==> config.mk <==
export PLATFORM = sky130hd
export DESIGN_NAME = page_frame_lru_replacer_unit
export DESIGN_NICKNAME = d
export VERILOG_FILES = /design/src/pflru_pkg.sv /design/src/pflru_dp.sv /design/src/pflru_ctrl.sv /design/src/page_frame_lru_replacer_unit.sv
export VERILOG_INCLUDE_DIRS = /design/src /design/src/src
export SDC_FILE = /design/constraint.sdc
export NUM_CORES = 2
export LEC_CHECK = 0
export ABC_AREA = 1
export BUFFER_PORTS_ARGS = -buffer_cell sky130_fd_sc_hd__clkbuf_2
export CAP_MARGIN = 15
export CELL_PAD_IN_SITES_DETAIL_PLACEMENT = 0
export CELL_PAD_IN_SITES_GLOBAL_PLACEMENT = 2
export CORE_AREA = 3 3 365 367
export DETAILED_ROUTE_END_ITERATION = 8
export DIE_AREA = 0 0 368 370
export PLACE_DENSITY_LB_ADDON = 0.1
export SETUP_SLACK_MARGIN = 0.15
export SLEW_MARGIN = 20
export SYNTH_ARGS = -nofsm -noshare
export SYNTH_HDL_FRONTEND = slang
export SYNTH_HIERARCHICAL = 1
export SYNTH_SLANG_ARGS = --single-unit
==> constraint.sdc <==
create_clock -name clk -period 5.2 [get_ports clk]
set_clock_uncertainty 0.1 [all_clocks]
set_input_delay 0.26 -clock clk [delete_from_list [all_inputs] [get_ports clk]]
set_output_delay 0.26 -clock clk [all_outputs]
set_load 0.05 [all_outputs]
==> src/page_frame_lru_replacer_unit_macros.svh <==
// ---------------------------------------------------------------------------
// Assertion macros for the page frame LRU replacer
// Concurrent checks that can be compiled out with ASSERT_OFF.
// ---------------------------------------------------------------------------
`ifndef PAGE_FRAME_LRU_REPLACER_UNIT_MACROS_SVH
`define PAGE_FRAME_LRU_REPLACER_UNIT_MACROS_SVH

`ifndef ASSERT_OFF
// prop is a full property expression (may use |-> or |=>)
`define ASSERT_IMPL(lbl, clk, rst_n, prop, msg) \
	lbl: assert property (@(posedge clk) disable iff (!rst_n) prop) else $error(msg);
// expr must never be true
`define ASSERT_NEVER(lbl, clk, rst_n, expr, msg) \
	lbl: assert property (@(posedge clk) disable iff (!rst_n) !(expr)) else $error(msg);
`else
`define ASSERT_IMPL(lbl, clk, rst_n, prop, msg)
`define ASSERT_NEVER(lbl, clk, rst_n, expr, msg)
`endif

`endif

==> src/pflru_pkg.sv <==
// ---------------------------------------------------------------------------
// pflru_pkg
// Shared widths, opcodes and controller/datapath interface structs.
// ---------------------------------------------------------------------------
package pflru_pkg;

	localparam int OP_W    = 3;
	localparam int PAGE_W  = 16;
	localparam int PID_W   = 16;
	localparam int SLOT_W  = 4;
	localparam int FIDX_W  = 4;
	localparam int STAMP_W = 32;

	typedef enum logic [OP_W-1:0] {
		OP_FETCH    = 3'd0,
		OP_ADD      = 3'd1,
		OP_PLACE    = 3'd2,
		OP_KILL     = 3'd3,
		OP_DESELECT = 3'd4,
		OP_REFRESH  = 3'd5
	} opcode_t;

	// Commands from controller to datapath
	typedef struct packed {
		logic load;      // capture transaction, clear scan state
		logic rd;        // read frame at scan index
		logic eval;      // evaluate frame read last cycle
		logic inc_idx;   // advance scan index
		logic install;   // write page into victim or slot frame
		logic stamp_wr;  // refresh running frame's stamp
		logic deselect;  // clear all running marks
		logic post;      // load output register
	} pflru_cmd_t;

	// Status from datapath to controller
	typedef struct packed {
		opcode_t op;
		logic    hit;        // lookup match on the frame under evaluation
		logic    last;       // scan index is at the last frame
		logic    cur_found;  // a running frame was seen during refresh scan
		logic    slot_ok;    // place target is an existing frame
	} pflru_sts_t;

endpackage

==> src/pflru_dp.sv <==
// ---------------------------------------------------------------------------
// pflru_dp
// Frame table storage, scan evaluation, victim tracking and output register.
// ---------------------------------------------------------------------------
`include "page_frame_lru_replacer_unit_macros.svh"

module pflru_dp
	import pflru_pkg::*;
#(
	parameter int FRAMES = 16,
	localparam int IW = $clog2(FRAMES)
) (
	input  logic                clk,
	input  logic                arst_n,
	input  logic [OP_W-1:0]     in_opcode,
	input  logic [PAGE_W-1:0]   in_page,
	input  logic [PID_W-1:0]    in_pid,
	input  logic                in_run,
	input  logic [SLOT_W-1:0]   in_slot,
	input  pflru_cmd_t          cmd,
	output pflru_sts_t          sts,
	output logic [FIDX_W-1:0]   frame_index,
	output logic                hit
);

	localparam logic [STAMP_W-1:0] STAMP_MAX = '1;

	function automatic logic [STAMP_W-1:0] sat_inc(input logic [STAMP_W-1:0] v);
		return (v == STAMP_MAX) ? v : v + STAMP_W'(1);
	endfunction

	// Captured transaction
	opcode_t             op_q;
	logic [PAGE_W-1:0]   page_q;
	logic [PID_W-1:0]    pid_q;
	logic                run_q;
	logic [SLOT_W-1:0]   slot_q;

	// Frame storage: memories plus per-frame valid bits and running marks
	logic [PAGE_W-1:0]   page_mem  [FRAMES];
	logic [PID_W-1:0]    owner_mem [FRAMES];
	logic [STAMP_W-1:0]  stamp_mem [FRAMES];
	logic [FRAMES-1:0]   vpo_q;
	logic [FRAMES-1:0]   vst_q;
	logic [FRAMES-1:0]   running_q;

	// Registered read data
	logic [PAGE_W-1:0]   rd_page_q;
	logic [PID_W-1:0]    rd_owner_q;
	logic [STAMP_W-1:0]  rd_stamp_q;
	logic                rd_vpo_q;
	logic                rd_vst_q;
	logic                rd_run_q;

	// Scan state
	logic [IW-1:0]       idx_q;
	logic                free_found_q;
	logic [IW-1:0]       free_idx_q;
	logic [IW-1:0]       best_idx_q;
	logic [STAMP_W-1:0]  best_stamp_q;
	logic [STAMP_W-1:0]  top_q;
	logic                cur_found_q;
	logic [IW-1:0]       cur_idx_q;
	logic [STAMP_W-1:0]  ctr_q;
	logic [IW-1:0]       res_idx_q;
	logic                res_hit_q;
	logic [FIDX_W-1:0]   frame_index_q;
	logic                hit_q;

	logic [PAGE_W-1:0]   e_page;
	logic [PID_W-1:0]    e_owner;
	logic [STAMP_W-1:0]  e_stamp;
	logic                match;
	logic                lookup_mode;
	logic                vrun;
	logic                slot_ok;
	logic [IW-1:0]       victim;
	logic [IW-1:0]       target;
	logic [STAMP_W-1:0]  ctr_inc;

	// Entries without a valid bit read as zero
	assign e_page  = rd_vpo_q ? rd_page_q  : '0;
	assign e_owner = rd_vpo_q ? rd_owner_q : '0;
	assign e_stamp = rd_vst_q ? rd_stamp_q : '0;

	assign match       = (e_page == page_q) && (e_owner == pid_q);
	assign lookup_mode = (op_q == OP_FETCH) || ((op_q == OP_ADD) && run_q);
	// after a lookup miss every scanned mark is gone
	assign vrun        = lookup_mode ? 1'b0 : rd_run_q;
	assign slot_ok     = (32'(slot_q) < 32'(FRAMES));
	assign victim      = free_found_q ? free_idx_q : best_idx_q;
	assign target      = (op_q == OP_PLACE) ? IW'(slot_q) : victim;
	assign ctr_inc     = sat_inc(ctr_q);

	assign sts.op        = op_q;
	assign sts.hit       = lookup_mode && match;
	assign sts.last      = (idx_q == IW'(FRAMES - 1));
	assign sts.cur_found = cur_found_q;
	assign sts.slot_ok   = slot_ok;

	assign frame_index = frame_index_q;
	assign hit         = hit_q;

	// Transaction capture
	always_ff @(posedge clk) begin
		if (cmd.load) begin
			op_q   <= opcode_t'(in_opcode);
			page_q <= in_page;
			pid_q  <= in_pid;
			run_q  <= in_run;
			slot_q <= in_slot;
		end
	end

	// Memory read port
	always_ff @(posedge clk) begin
		if (cmd.rd) begin
			rd_page_q  <= page_mem[idx_q];
			rd_owner_q <= owner_mem[idx_q];
			rd_stamp_q <= stamp_mem[idx_q];
			rd_vpo_q   <= vpo_q[idx_q];
			rd_vst_q   <= vst_q[idx_q];
			rd_run_q   <= running_q[idx_q];
		end
	end

	// Memory write port
	always_ff @(posedge clk) begin
		if (cmd.install) begin
			page_mem[target]  <= page_q;
			owner_mem[target] <= pid_q;
			stamp_mem[target] <= ctr_inc;
		end else if (cmd.stamp_wr) begin
			stamp_mem[cur_idx_q] <= sat_inc(top_q);
		end
	end

	// Scan evaluation, flags, counter and output register
	always_ff @(posedge clk or negedge arst_n) begin
		if (!arst_n) begin
			vpo_q         <= '0;
			vst_q         <= '0;
			running_q     <= '0;
			idx_q         <= '0;
			free_found_q  <= 1'b0;
			free_idx_q    <= '0;
			best_idx_q    <= '0;
			best_stamp_q  <= '0;
			top_q         <= '0;
			cur_found_q   <= 1'b0;
			cur_idx_q     <= '0;
			ctr_q         <= '0;
			res_idx_q     <= '0;
			res_hit_q     <= 1'b0;
			frame_index_q <= '0;
			hit_q         <= 1'b0;
		end else begin
			if (cmd.load) begin
				idx_q        <= '0;
				free_found_q <= 1'b0;
				cur_found_q  <= 1'b0;
				top_q        <= '0;
				res_idx_q    <= '0;
				res_hit_q    <= 1'b0;
			end
			if (cmd.deselect) begin
				running_q <= '0;
			end
			if (cmd.eval) begin
				case (op_q)
					OP_FETCH, OP_ADD: begin
						if (lookup_mode) begin
							if (match) begin
								if (op_q == OP_ADD) begin
									running_q[idx_q] <= 1'b1;
								end
								res_idx_q <= idx_q;
								res_hit_q <= 1'b1;
							end else begin
								running_q[idx_q] <= 1'b0;
							end
						end
						// first free frame wins
						if (!free_found_q && (e_owner == '0)) begin
							free_found_q <= 1'b1;
							free_idx_q   <= idx_q;
						end
						// oldest not-running stamp, frame 0 as the start
						if (idx_q == '0) begin
							best_idx_q   <= '0;
							best_stamp_q <= e_stamp;
						end else if (!vrun && (e_stamp < best_stamp_q)) begin
							best_idx_q   <= idx_q;
							best_stamp_q <= e_stamp;
						end
					end
					OP_KILL: begin
						if (e_owner == pid_q) begin
							vpo_q[idx_q]     <= 1'b0;
							vst_q[idx_q]     <= 1'b0;
							running_q[idx_q] <= 1'b0;
						end
					end
					OP_REFRESH: begin
						if (e_stamp > top_q) begin
							top_q <= e_stamp;
						end
						if (rd_run_q) begin
							cur_found_q <= 1'b1;
							cur_idx_q   <= idx_q;
						end
					end
					default: begin
					end
				endcase
			end
			if (cmd.inc_idx) begin
				idx_q <= idx_q + IW'(1);
			end
			if (cmd.install) begin
				ctr_q             <= ctr_inc;
				vpo_q[target]     <= 1'b1;
				vst_q[target]     <= 1'b1;
				// a fetch always installs its page as the running one
				running_q[target] <= (op_q == OP_FETCH) ? 1'b1 : run_q;
				res_idx_q         <= target;
			end
			if (cmd.stamp_wr) begin
				ctr_q            <= ctr_inc;
				vst_q[cur_idx_q] <= 1'b1;
			end
			if (cmd.post) begin
				frame_index_q <= FIDX_W'(res_idx_q);
				hit_q         <= res_hit_q;
			end
		end
	end

	`ASSERT_IMPL(a_ctr_mono, clk, arst_n, 1'b1 |=> (ctr_q >= $past(ctr_q)), "use counter went backward")
	`ASSERT_NEVER(a_idx_range, clk, arst_n, (32'(idx_q) > (FRAMES - 1)), "scan index out of range")
	`ASSERT_IMPL(a_out_hold, clk, arst_n, !cmd.post |=> $stable(frame_index_q), "output changed without post")

endmodule

==> src/pflru_ctrl.sv <==
// ---------------------------------------------------------------------------
// pflru_ctrl
// Sequencer: accepts a transaction, walks the frame scan, issues writes and
// hands the result to the output register.
// ---------------------------------------------------------------------------
`include "page_frame_lru_replacer_unit_macros.svh"

module pflru_ctrl
	import pflru_pkg::*;
(
	input  logic             clk,
	input  logic             arst_n,
	input  logic             in_valid,
	output logic             in_ready,
	input  logic [OP_W-1:0]  in_opcode,
	output logic             out_valid,
	input  logic             out_ready,
	input  pflru_sts_t       sts,
	output pflru_cmd_t       cmd
);

	typedef enum logic [2:0] {
		ST_IDLE,
		ST_RD,
		ST_EV,
		ST_WR,
		ST_REFW,
		ST_DONE
	} state_t;

	state_t  state_q;
	logic    out_valid_q;
	logic    accept;
	opcode_t in_op;

	assign in_ready  = (state_q == ST_IDLE);
	assign accept    = in_valid && in_ready;
	assign in_op     = opcode_t'(in_opcode);
	assign out_valid = out_valid_q;

	// Command decode
	always_comb begin
		cmd = '0;
		case (state_q)
			ST_IDLE: begin
				cmd.load     = accept;
				cmd.deselect = accept && (in_op == OP_DESELECT);
			end
			ST_RD: begin
				cmd.rd = 1'b1;
			end
			ST_EV: begin
				cmd.eval    = 1'b1;
				cmd.inc_idx = !sts.hit && !sts.last;
			end
			ST_WR: begin
				cmd.install = (sts.op != OP_PLACE) || sts.slot_ok;
			end
			ST_REFW: begin
				cmd.stamp_wr = sts.cur_found;
			end
			ST_DONE: begin
				cmd.post = !out_valid_q || out_ready;
			end
			default: begin
			end
		endcase
	end

	// State and output valid
	always_ff @(posedge clk or negedge arst_n) begin
		if (!arst_n) begin
			state_q     <= ST_IDLE;
			out_valid_q <= 1'b0;
		end else begin
			if (cmd.post) begin
				out_valid_q <= 1'b1;
			end else if (out_ready) begin
				out_valid_q <= 1'b0;
			end
			case (state_q)
				ST_IDLE: begin
					if (accept) begin
						case (in_op)
							OP_FETCH, OP_ADD, OP_KILL, OP_REFRESH: state_q <= ST_RD;
							OP_PLACE: state_q <= ST_WR;
							default:  state_q <= ST_DONE;
						endcase
					end
				end
				ST_RD: begin
					state_q <= ST_EV;
				end
				ST_EV: begin
					if (sts.hit) begin
						state_q <= ST_DONE;
					end else if (sts.last) begin
						case (sts.op)
							OP_KILL:    state_q <= ST_DONE;
							OP_REFRESH: state_q <= ST_REFW;
							default:    state_q <= ST_WR;
						endcase
					end else begin
						state_q <= ST_RD;
					end
				end
				ST_WR: begin
					state_q <= ST_DONE;
				end
				ST_REFW: begin
					state_q <= ST_DONE;
				end
				ST_DONE: begin
					if (cmd.post) begin
						state_q <= ST_IDLE;
					end
				end
				default: begin
					state_q <= ST_IDLE;
				end
			endcase
		end
	end

	`ASSERT_IMPL(a_post_valid, clk, arst_n, cmd.post |=> out_valid_q, "posted result not valid")
	`ASSERT_IMPL(a_hit_done, clk, arst_n, ((state_q == ST_EV) && sts.hit) |=> (state_q == ST_DONE), "hit did not end scan")
	`ASSERT_NEVER(a_wr_scan, clk, arst_n, ((cmd.install || cmd.stamp_wr) && (cmd.rd || cmd.eval)), "write during scan")

endmodule

==> src/page_frame_lru_replacer_unit.sv <==
// ---------------------------------------------------------------------------
// page_frame_lru_replacer_unit
// Frame table with LRU-style replacement for (page, process) pairs.
// ---------------------------------------------------------------------------
// Usage: the input channel (in_valid/in_ready) carries one transaction of
// opcode, page_number, process_id, running_flag and frame_slot. Each one
// produces exactly one transaction on the output channel (out_valid/
// out_ready) with frame_index and hit.
// Fetch, and add with running flag, scan the frames and stop at a hit;
// add without running flag, kill and refresh scan every frame; place
// skips the scan; deselect and unused opcodes go straight to the result.
// The frame scan reads one frame at a time (memory read, then
// evaluate) through a single read port; that loop sets the rate.
// One transaction is in work at a time; in_ready is high whenever the
// sequencer is idle, even while a finished result waits in the output
// register. If the receiver stalls, the next result waits until the
// output register frees.
// Reset clears all frames to free, all marks and stamps to zero and the use
// counter to zero at once; no clearing pass is needed.
// ---------------------------------------------------------------------------
module page_frame_lru_replacer_unit
	import pflru_pkg::*;
#(
	parameter int FRAMES = 16   // 2 to 16
) (
	input  logic               clk,
	input  logic               arst_n,
	input  logic               in_valid,
	output logic               in_ready,
	input  logic [OP_W-1:0]    opcode,
	input  logic [PAGE_W-1:0]  page_number,
	input  logic [PID_W-1:0]   process_id,
	input  logic               running_flag,
	input  logic [SLOT_W-1:0]  frame_slot,
	output logic               out_valid,
	input  logic               out_ready,
	output logic [FIDX_W-1:0]  frame_index,
	output logic               hit
);

	pflru_cmd_t cmd;
	pflru_sts_t sts;

	pflru_ctrl u_ctrl (
		.clk       (clk),
		.arst_n    (arst_n),
		.in_valid  (in_valid),
		.in_ready  (in_ready),
		.in_opcode (opcode),
		.out_valid (out_valid),
		.out_ready (out_ready),
		.sts       (sts),
		.cmd       (cmd)
	);

	pflru_dp #(
		.FRAMES (FRAMES)
	) u_dp (
		.clk         (clk),
		.arst_n      (arst_n),
		.in_opcode   (opcode),
		.in_page     (page_number),
		.in_pid      (process_id),
		.in_run      (running_flag),
		.in_slot     (frame_slot),
		.cmd         (cmd),
		.sts         (sts),
		.frame_index (frame_index),
		.hit         (hit)
	);

endmodule

==> metrics.md <==
| Metric | Value |
|---|---|
| Finished Cell Area | approximately 64000 um2 |
| Async SR Flop Fraction | 13.5% |
| Clock sink count | 1307 |
| Commonest cells in the netlist | edfxtp_1, nand2_1, nor2_1 |
| FF-to-FF setup slack | 1.15 ns |
| Die X | ~370 um |
| Die extent in y | 370 um |
| Clk slew on worst S/H paths | about 0.06 ns |
| H-tree Lvls | 4 |
| Top delay family on crit path | simple AND/OR/NAND/NOR gates |
| Mapped Area | 56000 um2 |
| Final setup viols | 0 |
| Clock period minus worst slack | 4.05 ns |
| Reg2reg path depth | 15 |
| Final core occ | 49.0% |
| CTS Buf Count | between 100 and 150 |
| Worst Setup End Kind | flop |
| Outcome | complete, no violations |
| Rel. slew slack | a little under a quarter |
| Total GRT Usage | 25.0% |
| Max VDD drop | between 0.3 and 0.4 mV |
| Min-Delay Path Class | primary input to asynchronous set/reset pin |
| Post-route DRC | 0 |
| Post-cts sizing count | 0 |
| Cell taking the most area after synthesis | edfxtp_1 |
| Pre-CTS setup slack | 1.10 ns |
| Final Max Tran Viols | 0 |
| Post-CTS setup repair buffer count | 0 |
| WS Path Type | flop to flop |
| Pre-antenna DRT Iters | 6 |
| CTS tree | done |
| Max cap viols | 0 |
| Final net count | 5230 |
| Die footprint | between 100000 and 150000 um2 |
| Least-Margin Pin Slew | about 1.1 ns |
| Largest net degree at the start of global routing | 201 |
| Final wirelength | 172000 um |
| Minimum hold slack | between 0.09 and 0.1 ns |
| CTS hold repair buffers | 43 |
| First-pass GRT wire length | 254000 um |
| Initial Util | 43.1% |
| Routed WL per cell | 24.6 um |
| Placement Cell Area | 58400 um2 |
| Seq cells post-synth | approximately 1300 |
| Share of layout cells above drive strength 1 | 8.63% |
| Setup TNS | 0 ns |
| Post-synth EDFFs | 1131 |
| CTS Buffer Depth | 3 |
| Syn_area_per_cell | 11.1 um2 |
| Antenna Nets Post-Route | 0 |
| Worst-path fanout max | 37 |
| Pleak | between 0.02 and 0.025 uW |
| Final cycle utilization of the critical path | 78.0% |
| Worst Path Buf+Inv | 3 |
| GPL Wtd Cong | 0.834 |
| Slowest stage delay, CP | 0.96 ns |
| Core area | 130000 um2 |
| Area Growth Syn to Fin | 13.6% |
| FP Rows | 132 |
| Top cells by area, synth | edfxtp_1, dfrtp_1, nand2_1, o21ai_0, nor2_1 |
| Sequential area share after synthesis | 68.5% |
| Final Hold Fails | 0 |
| Syn_nets | 5173 |
| Cell variety after synth | 54 |
| HPWL after DPL | 94200 um |
| Power density cells | 539 nW/um2 |
| CP arrival | 4.58 ns |
| Later-pin clock latency in the skew report | just under 0.8 ns |
| Clk root buf | clkbuf_16 |
| Post-synth top area share | 60.7% |
| Initial antenna violation count | 6 |
| CP max-delay cell | edfxtp_1 |
| I/O pins | a little over 50 |
| Crit path top cell by count | nand2_1 |
| Critical Path RT | 5.73 ns |
| Drt via density | 5.59 |
| Worst-path cell chain | buf_4 -> nand2_1 -> inv_1 -> ha_1 -> a21oi_1 -> o21ai_0 -> nand2_1 -> o211ai_1 -> a21oi_1 -> nand3_1 -> nand2_2 -> buf_4 -> nand2_2 -> nand2_1 -> nand2_1 |
| Yosys warns | 6 |
| Top_reg_cell synth | edfxtp_1 |
| GR Overflow Total | 0 |
| Crit path depth | 15 |
| Setup crit start kind | flop |
| Number of global-route vias before repair | roughly 37000 |
| Most frequent cell after synthesis | edfxtp_1 |
| Via count | 39000 |
| Mapped Cells | roughly 5100 |
| # port buffers | 50 |
| RSZ-0062 raised after global routing | no |
| Drt initial violations | roughly 3900 |
| Setup ws final | 1.15 ns |
| Max Clk Rate | 247 MHz |
## metrics by stage
| step | power, uW | cells |
|---|---|---|
| 4_1_cts | 34500 | 6979 |
| 3_5_place_dp | 24200 | 6671 |
| 3_3_place_gp | 24200 | 6671 |
| 2_1_floorplan | 20300 | 5062 |
| 6_report | 34300 | 6980 |
| 5_1_grt | 36200 | 6979 |
## cell type report
cell class	count	area (um2)
diodes	1	2.50
multi-input cells	3207	15700
flip-flops and latches	1307	38400
inverters	275	1050
repair buffers	183	1530
clock buffers	188	3940
clock inverters	77	815
fillers	11900	66200
well taps	1742	2180
## worst register-to-register path, stage by stage, from the launching register on
cell and delay (ns):
edfxtp_1 0.96, buf_4 0.38, nand2_1 0.13, inv_1 0.12, ha_1 0.25, a21oi_1 0.15, o21ai_0 0.12, nand2_1 0.08
o211ai_1 0.08, a21oi_1 0.14, nand3_1 0.10, nand2_2 0.06, buf_4 0.40, nand2_2 0.59, nand2_1 0.19, nand2_1 0.07
## placed cells by master (no fill, tap or decap), types with 31 or more instances in the layout
cell	synthesis	final
buf_4	4	77
xor2_1	42	42
dfrtp_1	176	174
nor2_1	757	739
edfxtp_1	1131	1131
o22ai_1	259	259
clkinv_1	1	31
inv_1	261	256
clkbuf_16	0	149
nand4_1	94	94
clkbuf_1	215	33
nor3_1	49	32
dlygate4sd3_1	0	43
o21ai_0	677	677
a21oi_1	60	60
clkbuf_2	1	49
ha_1	67	67
nand2_1	907	906
nand3_1	155	155
## cells by family (layout without fill, tap and decap cells)
family	Yosys count	after routing	synth area share, %
AOI/OAI and AO/OA	1064	1064	10.4
xor gates and xnor gates	45	45	0.704
adders and majority gates	67	67	1.50
buffers and inverters	548	723	3.91
DFF	1307	1307	68.5
muxes	5	5	0.101
other	1	2	0.00670
and+or+nand+nor	2025	2025	14.9
## sequential cells by signal, indices dropped and copies added (netlist names), 3 cells and up
name and count:
u_dp/rd_stamp_q 32, u_ctrl/state_q 3, u_dp/top_q 32, u_dp/page_q 16, u_dp/vst_q 16, u_dp/frame_index 4, u_dp/res_idx_q 4, u_dp/pid_q 16
u_dp/rd_page_q 16, u_dp/op_q 3, u_dp/cur_idx_q 4, u_dp/rd_owner_q 16, u_dp/vpo_q 16, u_dp/page_mem 256, u_dp/best_stamp_q 32, u_dp/slot_q 4
u_dp/stamp_mem 512, u_dp/idx_q 4, u_dp/running_q 16, u_dp/best_idx_q 4, u_dp/free_idx_q 4, u_dp/owner_mem 256, u_dp/ctr_q 32
## where the power goes
group	switching, uW	internal (uW)	leakage (uW)	total [uW]
combinational	7290	2710	0.00788	10000
sequential	897	13100	0.0126	14000
clock	4300	5930	0.00232	10200
## layer usage
metal,vias up,track usage [%],share of wire [%]
met2,1244,37.7,44
met1,19600,38.5,48
met4,0,5.17,1.5
met5,-,0,0
li1,18000,-,-
met3,175,3.74,6.4
## final timing paths
path                                                start                           endpoint
max                               u_dp/rd_vst_q$_DFFE_PP_  u_dp/best_stamp_q[19]$_DFFE_PN0P_
min                                                arst_n          u_dp/ctr_q[0]$_DFFE_PN0P_
max reg2reg                       u_dp/rd_vst_q$_DFFE_PP_  u_dp/best_stamp_q[19]$_DFFE_PN0P_
min reg2reg                u_dp/best_idx_q[3]$_DFFE_PN0P_     u_dp/best_idx_q[3]$_DFFE_PN0P_
max in group asynchronous                          arst_n            u_dp/vpo_q[0]$_DFF_PN0_
min in group clk                           process_id[13]           u_dp/pid_q[13]$_DFFE_PP_
(Power assumes the default switching activity.)
